$ cat config.mk
export PLATFORM = sky130hd
export DESIGN_NAME = signed_mul_div_mac_unit
export DESIGN_NICKNAME = d
export VERILOG_FILES = /design/src/design/smdm_pkg.sv /design/src/design/signed_mul_div_mac_unit.sv /design/src/design/smdm_alu.sv
export VERILOG_INCLUDE_DIRS = /design/src /design/src/design
export SDC_FILE = /design/constraint.sdc
export NUM_CORES = 1
export LEC_CHECK = 0
export BUFFER_PORTS_ARGS = -buffer_cell sky130_fd_sc_hd__buf_2
export CAP_MARGIN = 25
export CORE_ASPECT_RATIO = 1.25
export CORE_MARGIN = 5
export CORE_UTILIZATION = 45
export DETAILED_ROUTE_END_ITERATION = 10
export GPL_TIMING_DRIVEN = 0
export MAX_ROUTING_LAYER = met4
export PLACE_DENSITY = 0.61
export RECOVER_POWER = 100
export SYNTH_ARGS = -nofsm -noshare
export SYNTH_HDL_FRONTEND = slang
export SYNTH_HIERARCHICAL = 1
export SYNTH_SLANG_ARGS = --single-unit
$ cat constraint.sdc
create_clock -name clk -period 3.8 [get_ports clk]
set_input_delay 0.38 -clock clk [delete_from_list [all_inputs] [get_ports clk]]
set_output_delay 0.38 -clock clk [all_outputs]
set_load 0.02 [all_outputs]
$ cat src/design/assert_macros.svh
// assertion helpers, clocked on clk with reset held off
`ifndef ASSERT_MACROS_SVH
`define ASSERT_MACROS_SVH

// property must hold at every clock edge outside reset
`define ASSERT_CLK(label, prop, msg) \
	label: assert property (@(posedge clk) disable iff (!arst_n) prop) else $error(msg);

// condition must never be true
`define ASSERT_NEVER(label, cond, msg) \
	`ASSERT_CLK(label, !(cond), msg)

`endif

$ cat src/design/smdm_pkg.sv
`default_nettype none
package smdm_pkg;

	localparam int unsigned OpW   = 2;
	localparam int unsigned OperW = 16;
	localparam int unsigned ProdW = 32;
	localparam int unsigned SumW  = 40;
	localparam int unsigned NumSteps = OperW;
	localparam int unsigned CntW  = $clog2(NumSteps);

	localparam logic ModeWrite = 1'b0;
	localparam logic ModeRead  = 1'b1;

	localparam logic [OpW-1:0] OpMul = 2'd0;
	localparam logic [OpW-1:0] OpDiv = 2'd1;

	localparam logic [8:0] OffCtrl = 9'h050;
	localparam logic [8:0] OffALo  = 9'h051;
	localparam logic [8:0] OffAHi  = 9'h052;
	localparam logic [8:0] OffBLo  = 9'h053;
	localparam logic [8:0] OffBHi  = 9'h054;
	localparam logic [8:0] OffRes0 = 9'h106;
	localparam logic [8:0] OffRes1 = 9'h107;
	localparam logic [8:0] OffRes2 = 9'h108;
	localparam logic [8:0] OffRes3 = 9'h109;
	localparam logic [8:0] OffRes4 = 9'h10A;
	localparam logic [8:0] OffOvf  = 9'h10B;

	localparam logic [7:0] OvfByte = 8'h80;

	typedef enum logic {
		T_IDLE,
		T_BUSY
	} top_state_t;

	typedef enum logic [1:0] {
		A_IDLE,
		A_ITER,
		A_FIX
	} alu_state_t;

	typedef struct packed {
		logic             start;
		logic             is_div;
		logic [OperW-1:0] a;
		logic [OperW-1:0] b;
	} alu_req_t;

	typedef struct packed {
		logic             done;
		logic [ProdW-1:0] result;
	} alu_sts_t;

endpackage
`default_nettype wire

$ cat src/design/signed_mul_div_mac_unit.sv
`default_nettype none
// Byte-wide register front end to a signed multiply, divide and multiply-accumulate
// unit. Every accepted item gives one read_data item on the next cycle from an output
// register (zero for writes). A write to the high byte of operand B starts the
// selected operation on a shared 17-bit add/subtract unit: the operands load at the
// accepting edge, then come 16 shift-add or restoring-divide steps, a sign-correction
// step and the write-back of the result, and in_ready stays low until that write-back.
// After that, and for every other item, the next item goes in once the read_data item
// of the last one has been taken.
module signed_mul_div_mac_unit (
	input  wire logic       clk,
	input  wire logic       arst_n,
	input  wire logic       in_valid,
	output logic            in_ready,
	input  wire logic       mode,
	input  wire logic [8:0] reg_offset,
	input  wire logic [7:0] write_data,
	output logic            out_valid,
	input  wire logic       out_ready,
	output logic [7:0]      read_data
);
	import smdm_pkg::*;

	`include "assert_macros.svh"

	top_state_t state_q, state_d;

	logic [OpW-1:0]   op_q;
	logic [OperW-1:0] a_q;
	logic [7:0]       b_q;
	logic [SumW-1:0]  sum_q;
	logic             ovf_q;
	logic             out_valid_q;
	logic [7:0]       out_data_q;

	logic     in_acc;
	logic     wr_acc;
	logic     start_op;
	alu_req_t alu_req;
	alu_sts_t alu_sts;
	logic [SumW:0] acc_raw;
	logic [7:0]    rd_byte;

	assign in_acc   = in_valid && in_ready;
	assign wr_acc   = in_acc && (mode == ModeWrite);
	assign start_op = wr_acc && (reg_offset == OffBHi);

	always_comb begin
		state_d = state_q;
		unique case (state_q)
			T_IDLE: if (start_op) state_d = T_BUSY;
			T_BUSY: if (alu_sts.done) state_d = T_IDLE;
			default: state_d = T_IDLE;
		endcase
	end

	always_comb begin
		in_ready = 1'b0;
		unique case (state_q)
			T_IDLE: in_ready = !out_valid_q || out_ready;
			T_BUSY: in_ready = 1'b0;
			default: ;
		endcase
	end

	assign alu_req.start  = start_op;
	assign alu_req.is_div = (op_q == OpDiv);
	assign alu_req.a      = a_q;
	assign alu_req.b      = {write_data, b_q};

	smdm_alu u_alu (
		.clk    (clk),
		.arst_n (arst_n),
		.req    (alu_req),
		.sts    (alu_sts)
	);

	assign acc_raw = {1'b0, sum_q}
		+ {{(SumW + 1 - ProdW){alu_sts.result[ProdW-1]}}, alu_sts.result};

	always_comb begin
		rd_byte = '0;
		if (mode == ModeRead) begin
			unique case (reg_offset)
				OffRes0: rd_byte = sum_q[7:0];
				OffRes1: rd_byte = sum_q[15:8];
				OffRes2: rd_byte = sum_q[23:16];
				OffRes3: rd_byte = sum_q[31:24];
				OffRes4: rd_byte = sum_q[39:32];
				OffOvf:  rd_byte = ovf_q ? OvfByte : 8'h00;
				default: rd_byte = '0;
			endcase
		end
	end

	always_ff @(posedge clk or negedge arst_n) begin
		if (!arst_n) begin
			state_q     <= T_IDLE;
			op_q        <= OpMul;
			a_q         <= '0;
			b_q         <= '0;
			sum_q       <= '0;
			ovf_q       <= 1'b0;
			out_valid_q <= 1'b0;
		end else begin
			state_q <= state_d;
			if (in_acc) begin
				out_valid_q <= 1'b1;
			end else if (out_ready) begin
				out_valid_q <= 1'b0;
			end
			if (wr_acc) begin
				unique case (reg_offset)
					OffCtrl: begin
						op_q <= write_data[OpW-1:0];
						if (write_data[1]) sum_q <= '0;
					end
					OffALo: a_q[7:0]  <= write_data;
					OffAHi: a_q[15:8] <= write_data;
					OffBLo: b_q       <= write_data;
					OffBHi: begin
						// operand B is consumed by the operation, and operand A too for a divide
						b_q <= '0;
						if (op_q == OpDiv) a_q <= '0;
					end
					default: ;
				endcase
			end else if (alu_sts.done) begin
				if (op_q[1]) begin
					sum_q <= acc_raw[SumW-1:0];
					ovf_q <= acc_raw[SumW];
				end else begin
					sum_q <= {{(SumW - ProdW){1'b0}}, alu_sts.result};
				end
			end
		end
	end

	always_ff @(posedge clk) begin
		if (in_acc) begin
			out_data_q <= rd_byte;
		end
	end

	assign out_valid = out_valid_q;
	assign read_data = out_data_q;

	`ASSERT_NEVER(a_no_accept_busy, (state_q == T_BUSY) && in_ready, "item accepted while busy")
	`ASSERT_CLK(a_done_when_busy, alu_sts.done |-> (state_q == T_BUSY), "alu done while idle")
	`ASSERT_CLK(a_start_busy, start_op |=> (state_q == T_BUSY), "operation start did not go busy")

endmodule
`default_nettype wire

$ cat src/design/smdm_alu.sv
`default_nettype none
module smdm_alu (
	input  wire logic              clk,
	input  wire logic              arst_n,
	input  wire smdm_pkg::alu_req_t req,
	output smdm_pkg::alu_sts_t     sts
);
	import smdm_pkg::*;

	alu_state_t state_q, state_d;
	logic iter_en, fix_en, load_en;

	logic [CntW-1:0]  cnt_q;
	logic [OperW-1:0] hi_q;
	logic [OperW-1:0] lo_q;
	logic [OperW-1:0] y_q;
	logic             neg_q;
	logic             div_q;
	logic [ProdW-1:0] res_q;
	logic             done_q;

	// shared add / subtract unit
	logic [OperW:0]   au_x;
	logic [OperW:0]   au_y;
	logic             au_sub;
	logic [OperW+1:0] au_y_ext;
	logic [OperW+1:0] au_res;

	logic [OperW-1:0] a_mag, b_mag;
	logic [ProdW-1:0] prod_mag;
	logic [OperW-1:0] r0, q_neg, r_neg;
	logic             r0_nz;
	logic [ProdW-1:0] fix_res;

	always_comb begin
		state_d = state_q;
		unique case (state_q)
			A_IDLE: if (req.start) state_d = A_ITER;
			A_ITER: if (cnt_q == CntW'(NumSteps - 1)) state_d = A_FIX;
			A_FIX:  state_d = A_IDLE;
			default: state_d = A_IDLE;
		endcase
	end

	always_comb begin
		load_en = 1'b0;
		iter_en = 1'b0;
		fix_en  = 1'b0;
		unique case (state_q)
			A_IDLE: load_en = req.start;
			A_ITER: iter_en = 1'b1;
			A_FIX:  fix_en  = 1'b1;
			default: ;
		endcase
	end

	assign a_mag = req.a[OperW-1] ? (~req.a + 1'b1) : req.a;
	assign b_mag = req.b[OperW-1] ? (~req.b + 1'b1) : req.b;

	always_comb begin
		if (div_q) begin
			// shift remainder left, bring in next dividend bit, trial subtract
			au_x   = {hi_q, lo_q[OperW-1]};
			au_y   = {1'b0, y_q};
			au_sub = 1'b1;
		end else begin
			au_x   = {1'b0, hi_q};
			au_y   = lo_q[0] ? {1'b0, y_q} : '0;
			au_sub = 1'b0;
		end
		au_y_ext = au_sub ? ~{1'b0, au_y} : {1'b0, au_y};
		au_res   = {1'b0, au_x} + au_y_ext + {{(OperW+1){1'b0}}, au_sub};
	end

	// sign correction after the last step
	assign prod_mag = {hi_q, lo_q};
	assign r0       = hi_q;
	assign r0_nz    = (r0 != '0);
	assign q_neg    = ~(lo_q + {{(OperW-1){1'b0}}, r0_nz}) + 1'b1;
	assign r_neg    = r0_nz ? (y_q - r0) : '0;

	always_comb begin
		if (!div_q) begin
			fix_res = neg_q ? (~prod_mag + 1'b1) : prod_mag;
		end else if (y_q == '0) begin
			fix_res = '0;
		end else if (neg_q) begin
			fix_res = {r_neg, q_neg};
		end else begin
			fix_res = {r0, lo_q};
		end
	end

	always_ff @(posedge clk or negedge arst_n) begin
		if (!arst_n) begin
			state_q <= A_IDLE;
			done_q  <= 1'b0;
		end else begin
			state_q <= state_d;
			done_q  <= fix_en;
		end
	end

	always_ff @(posedge clk) begin
		if (load_en) begin
			cnt_q <= '0;
			hi_q  <= '0;
			div_q <= req.is_div;
			if (req.is_div) begin
				lo_q  <= a_mag;
				y_q   <= req.b;
				neg_q <= req.a[OperW-1];
			end else begin
				lo_q  <= b_mag;
				y_q   <= a_mag;
				neg_q <= req.a[OperW-1] ^ req.b[OperW-1];
			end
		end else if (iter_en) begin
			cnt_q <= cnt_q + 1'b1;
			if (div_q) begin
				// no borrow means the divisor fits
				if (!au_res[OperW+1]) begin
					hi_q <= au_res[OperW-1:0];
					lo_q <= {lo_q[OperW-2:0], 1'b1};
				end else begin
					hi_q <= au_x[OperW-1:0];
					lo_q <= {lo_q[OperW-2:0], 1'b0};
				end
			end else begin
				hi_q <= au_res[OperW:1];
				lo_q <= {au_res[0], lo_q[OperW-1:1]};
			end
		end
		if (fix_en) begin
			res_q <= fix_res;
		end
	end

	assign sts.done   = done_q;
	assign sts.result = res_q;

endmodule
`default_nettype wire
==> results.md <==
* Place WS at -1520 ps
* Status: finished, violations left
* Vias in the first global route at between 10000 and 15000
* Relative slew slack at -0.858
* Core ar. at 0.0311 mm^2
* Worst flop-to-flop path startpoint: u_alu/hi_q[1]
* Clock sinks at between 150 and 200
* Peak supply drop at between 200 and 300 uV
* # nets final at roughly 1900
* Post-synth top area share at 0.157
* Psw at 0.863 mW
* Post-synth top area cell: edfxtp_1
* Clk_skew at about 18 ps
* Gate power share at 0.020
* Post-route antenna net violation count at 0
* Post-synth EDFFs at 74
* Post-DR wirelength/cell at 21.8 um
* Num rows at 72
* Initial antenna violation count at 1
* Clock share of power at 0.481
* Max FO, Critical Path at 5
* Power density over the cells at approximately 240 mW/mm^2
* Worst path depth at 13
* Internal power at around 2.9 mW
* Final Max Slew Viols at ~100
* Initial core utilization at 0.456
* Via count at 13900
* RR Endpoint: u_alu/res_q[13]
* Yosys reg bits at 166
* Crit Path Class: reg -> reg
* Crit. End Element: register
* Final setup violation count at 0
* TritonCTS clock tree: yes
* CP Cell Sequence: buf_6, or4_4, or4_4, nor3_4, inv_2, ha_4, and3b_1, o21ai_2, o21a_1, or3_4, o21a_1, o2111a_1, a211o_1
* Max cap viols at 2
* Final setup margin at about 48 ps
* I/O Buffers at 31
* Worst reg-to-reg setup slack at 50 ps
* Worst setup path endpoint: u_alu/res_q[13]
* CP max stage delay at roughly 530 ps
* 1st-iter DRT viols at 1262
* Reg2reg path depth at 13
* Mapped cell area at 0.0142 mm^2
* Core Util, Final at 0.509
* Io pins at 32
* Post-synthesis cell count at roughly 1700
* Cts bufs inserted at 17
* Cell with the most instances after synthesis: nand2_1
* Startpoint Class: register
* Total track usage at 0.275
* Leakage dissipation at 6.63 nW
* Final Hold Viols at 0
* DR DRC count at 0
* Fin Setup TNS at 0 ps
* Top post-synthesis cells by count: nand2_1, o21ai_0, nor2_1, a21oi_1, clkbuf_1
* DP HPWL at roughly 38 mm
* Layout area overhead at 11.5%
* Failing checks: max-capacitance violations, max-slew violations
* Die Span X at about 170 um
* Most used DFF post-synth: edfxtp_1
* Largest net degree at the start of global routing at 64
* Post-synthesis sequential area ratio at 0.312
* Sequential share of power at 0.499
* Worst endpoint data arrival time at between 3000 and 4000 ps
* Fmax at around 270 MHz
* Max Root-Sink Buffers at 2
* Fin crit share at 0.987
* WP buf/inv at 2
* Worst hold-check path type: in -> reg
* Die Area at 0.0352 mm^2
* Drt via density at just over 6
* Asr flop ratio synth at 0.434
* Design Power at approximately 3.7 mW
* Period minus WS final at between 3000 and 4000 ps
* Crit path from: u_alu/hi_q[1]
* Synth warn at 6
* Clock Tree Root: clkbuf_16
* Reg clk slew, reported paths at 80 ps
* Switching part of the total at 0.231
* Total wire length at around 48 mm
* First-pass GRT wire length at 74.2 mm
* CP delay by family, top: simple AND/OR/NAND/NOR gates
* Mapped Avg Cell Area at between 8 and 9 um^2
* Slowest CP cell: or4_4
* H-tree Lvls at 4
* Tightest Pin Transition at 2780 ps
* GPL Wtd Cong at 1.00
* Worst-Skew Late Latency at 450 ps
* Die height at around 210 um
* Top cells by area, synth: edfxtp_1, dfrtp_1, ha_1
* Worst Path Required at approximately 4000 ps
* Netlist cell types at 97
* DRT Pass-1 Iters at 5
* Layout cells sized above 1 at 0.0956
* GRT overflow at 0
* Syn Nets at about 1800
-- through the flow --
step	std cells	hold slack, ps	area, um^2
floorplan	1734	84.4	14200
detailed placement	2175	231	14900
global route	2227	186	15800
finish	2228	185	15800
CTS	2220	164	15700
global placement	2172	487	14900
-- layout by cell type, fill, tap and decap left out, types with 13 or more instances in the layout --
| master | Yosys | routed |
|---|---|---|
| o21a_1 | 17 | 17 |
| edfxtp_1 | 74 | 74 |
| o31ai_1 | 20 | 18 |
| clkbuf_1 | 83 | 88 |
| clkbuf_16 | 0 | 18 |
| buf_2 | 12 | 26 |
| nor4_1 | 16 | 16 |
| nor3_1 | 31 | 29 |
| a22oi_1 | 22 | 22 |
| mux2i_1 | 41 | 40 |
| a211oi_1 | 18 | 16 |
| dfxtp_1 | 20 | 20 |
| o211ai_1 | 18 | 18 |
| ha_1 | 77 | 75 |
| nor2b_1 | 17 | 17 |
| xnor2_1 | 71 | 71 |
| nand2b_1 | 13 | 13 |
| xor2_1 | 26 | 26 |
| nand3_1 | 60 | 60 |
| a21o_1 | 43 | 43 |
| a21oi_1 | 108 | 108 |
| a31oi_1 | 29 | 29 |
| dfrtp_1 | 72 | 72 |
| inv_1 | 49 | 47 |
| o21ai_0 | 185 | 182 |
| nand4_1 | 20 | 20 |
| nor2_1 | 111 | 111 |
| nand2_1 | 227 | 225 |
| mux2_2 | 17 | 17 |
| buf_4 | 1 | 26 |
-- worst min path at each step --
stage / startpoint / cells after the start / endpoint / slack, ps
2_1_floorplan: arst_n / 0 / a_q[0] / 80
3_3_place_gp: out_valid / 1 / out_valid / 490
3_5_place_dp: arst_n / 1 / sum_q[34] / 230
4_1_cts: write_data[7] / 3 / b_q[7] / 160
5_1_grt: write_data[7] / 3 / b_q[7] / 190
6_report: write_data[7] / 3 / b_q[7] / 190
-- cell families after synthesis --
| logic type | count (synthesis) | synth area share |
|---|---|---|
| xor gates and xnor gates | 97 | 0.0599 |
| and+or+nand+nor | 588 | 0.199 |
| buffers and inverters | 163 | 0.0490 |
| muxes | 59 | 0.0440 |
| DFF | 166 | 0.312 |
| adders and majority gates | 80 | 0.0722 |
| AOI/OAI and AO/OA | 581 | 0.264 |
-- metal layers --
metal	track usage	wire [um]	vias up	part of all wire
met4	0.168	3190	0	0.066
li1	-	-	6602	-
met3	0.0304	2470	172	0.051
met5	-	0	-	0
met2	0.469	24100	550	0.50
met1	0.308	18700	6543	0.39
-- layout make-up --
class,count,area (um^2)
Timing Repair Buffer,58,348
Sequential cell,166,4420
Multi-Input combinational cell,1405,9220
Tap cell,407,509
Fill cell,3034,15300
Antenna cell,1,2.50
Clock buffer,20,468
Buffer,108,518
Inverter,51,194
Clock inverter,12,133
-- worst reg2reg max path: cells and delay by family, from the launching register on --
family,cells,cell delay (ps)
DFF,1,310
buffers and inverters,2,250
and+or+nand+nor,5,1820
adders and majority gates,1,200
AOI/OAI and AO/OA,5,910
-- state kept, by name, summed over array words and instances (netlist names) --
name / cells
ovf_q: 1
read_data: 8
u_alu/lo_q: 16
sum_q: 40
u_alu/state_q: 2
u_alu/cnt_q: 4
state_q: 1
u_alu/hi_q: 16
u_alu/y_q: 16
b_q: 8
u_alu/done_q: 1
out_valid: 1
u_alu/neg_q: 1
u_alu/div_q: 1
a_q: 16
u_alu/res_q: 32
op_q: 2
-- power by group through the flow --
stage / Sequential, mW / Clock, mW / Combinational (mW)
after floorplan: 1.90 / 0 / 0.0272
final: 1.86 / 1.79 / 0.0749
after detailed placement: 1.90 / 0 / 0.0792
after CTS: 1.86 / 1.83 / 0.0801
after global placement: 1.90 / 0 / 0.0744
after global routing: 1.86 / 1.89 / 0.0832
-- what timing repair did --
| item | CTS | global route |
|---|---|---|
| hold buffers | 1 | 0 |
| pin swaps | 9 | 10 |
| gates resized for setup | 37 | 27 |
| endpoints found under the setup margin | 26 | 61 |
| setup buffers | 15 | 8 |
| hold endpoints to repair | 9 | 0 |
(Power assumes the default switching activity.)
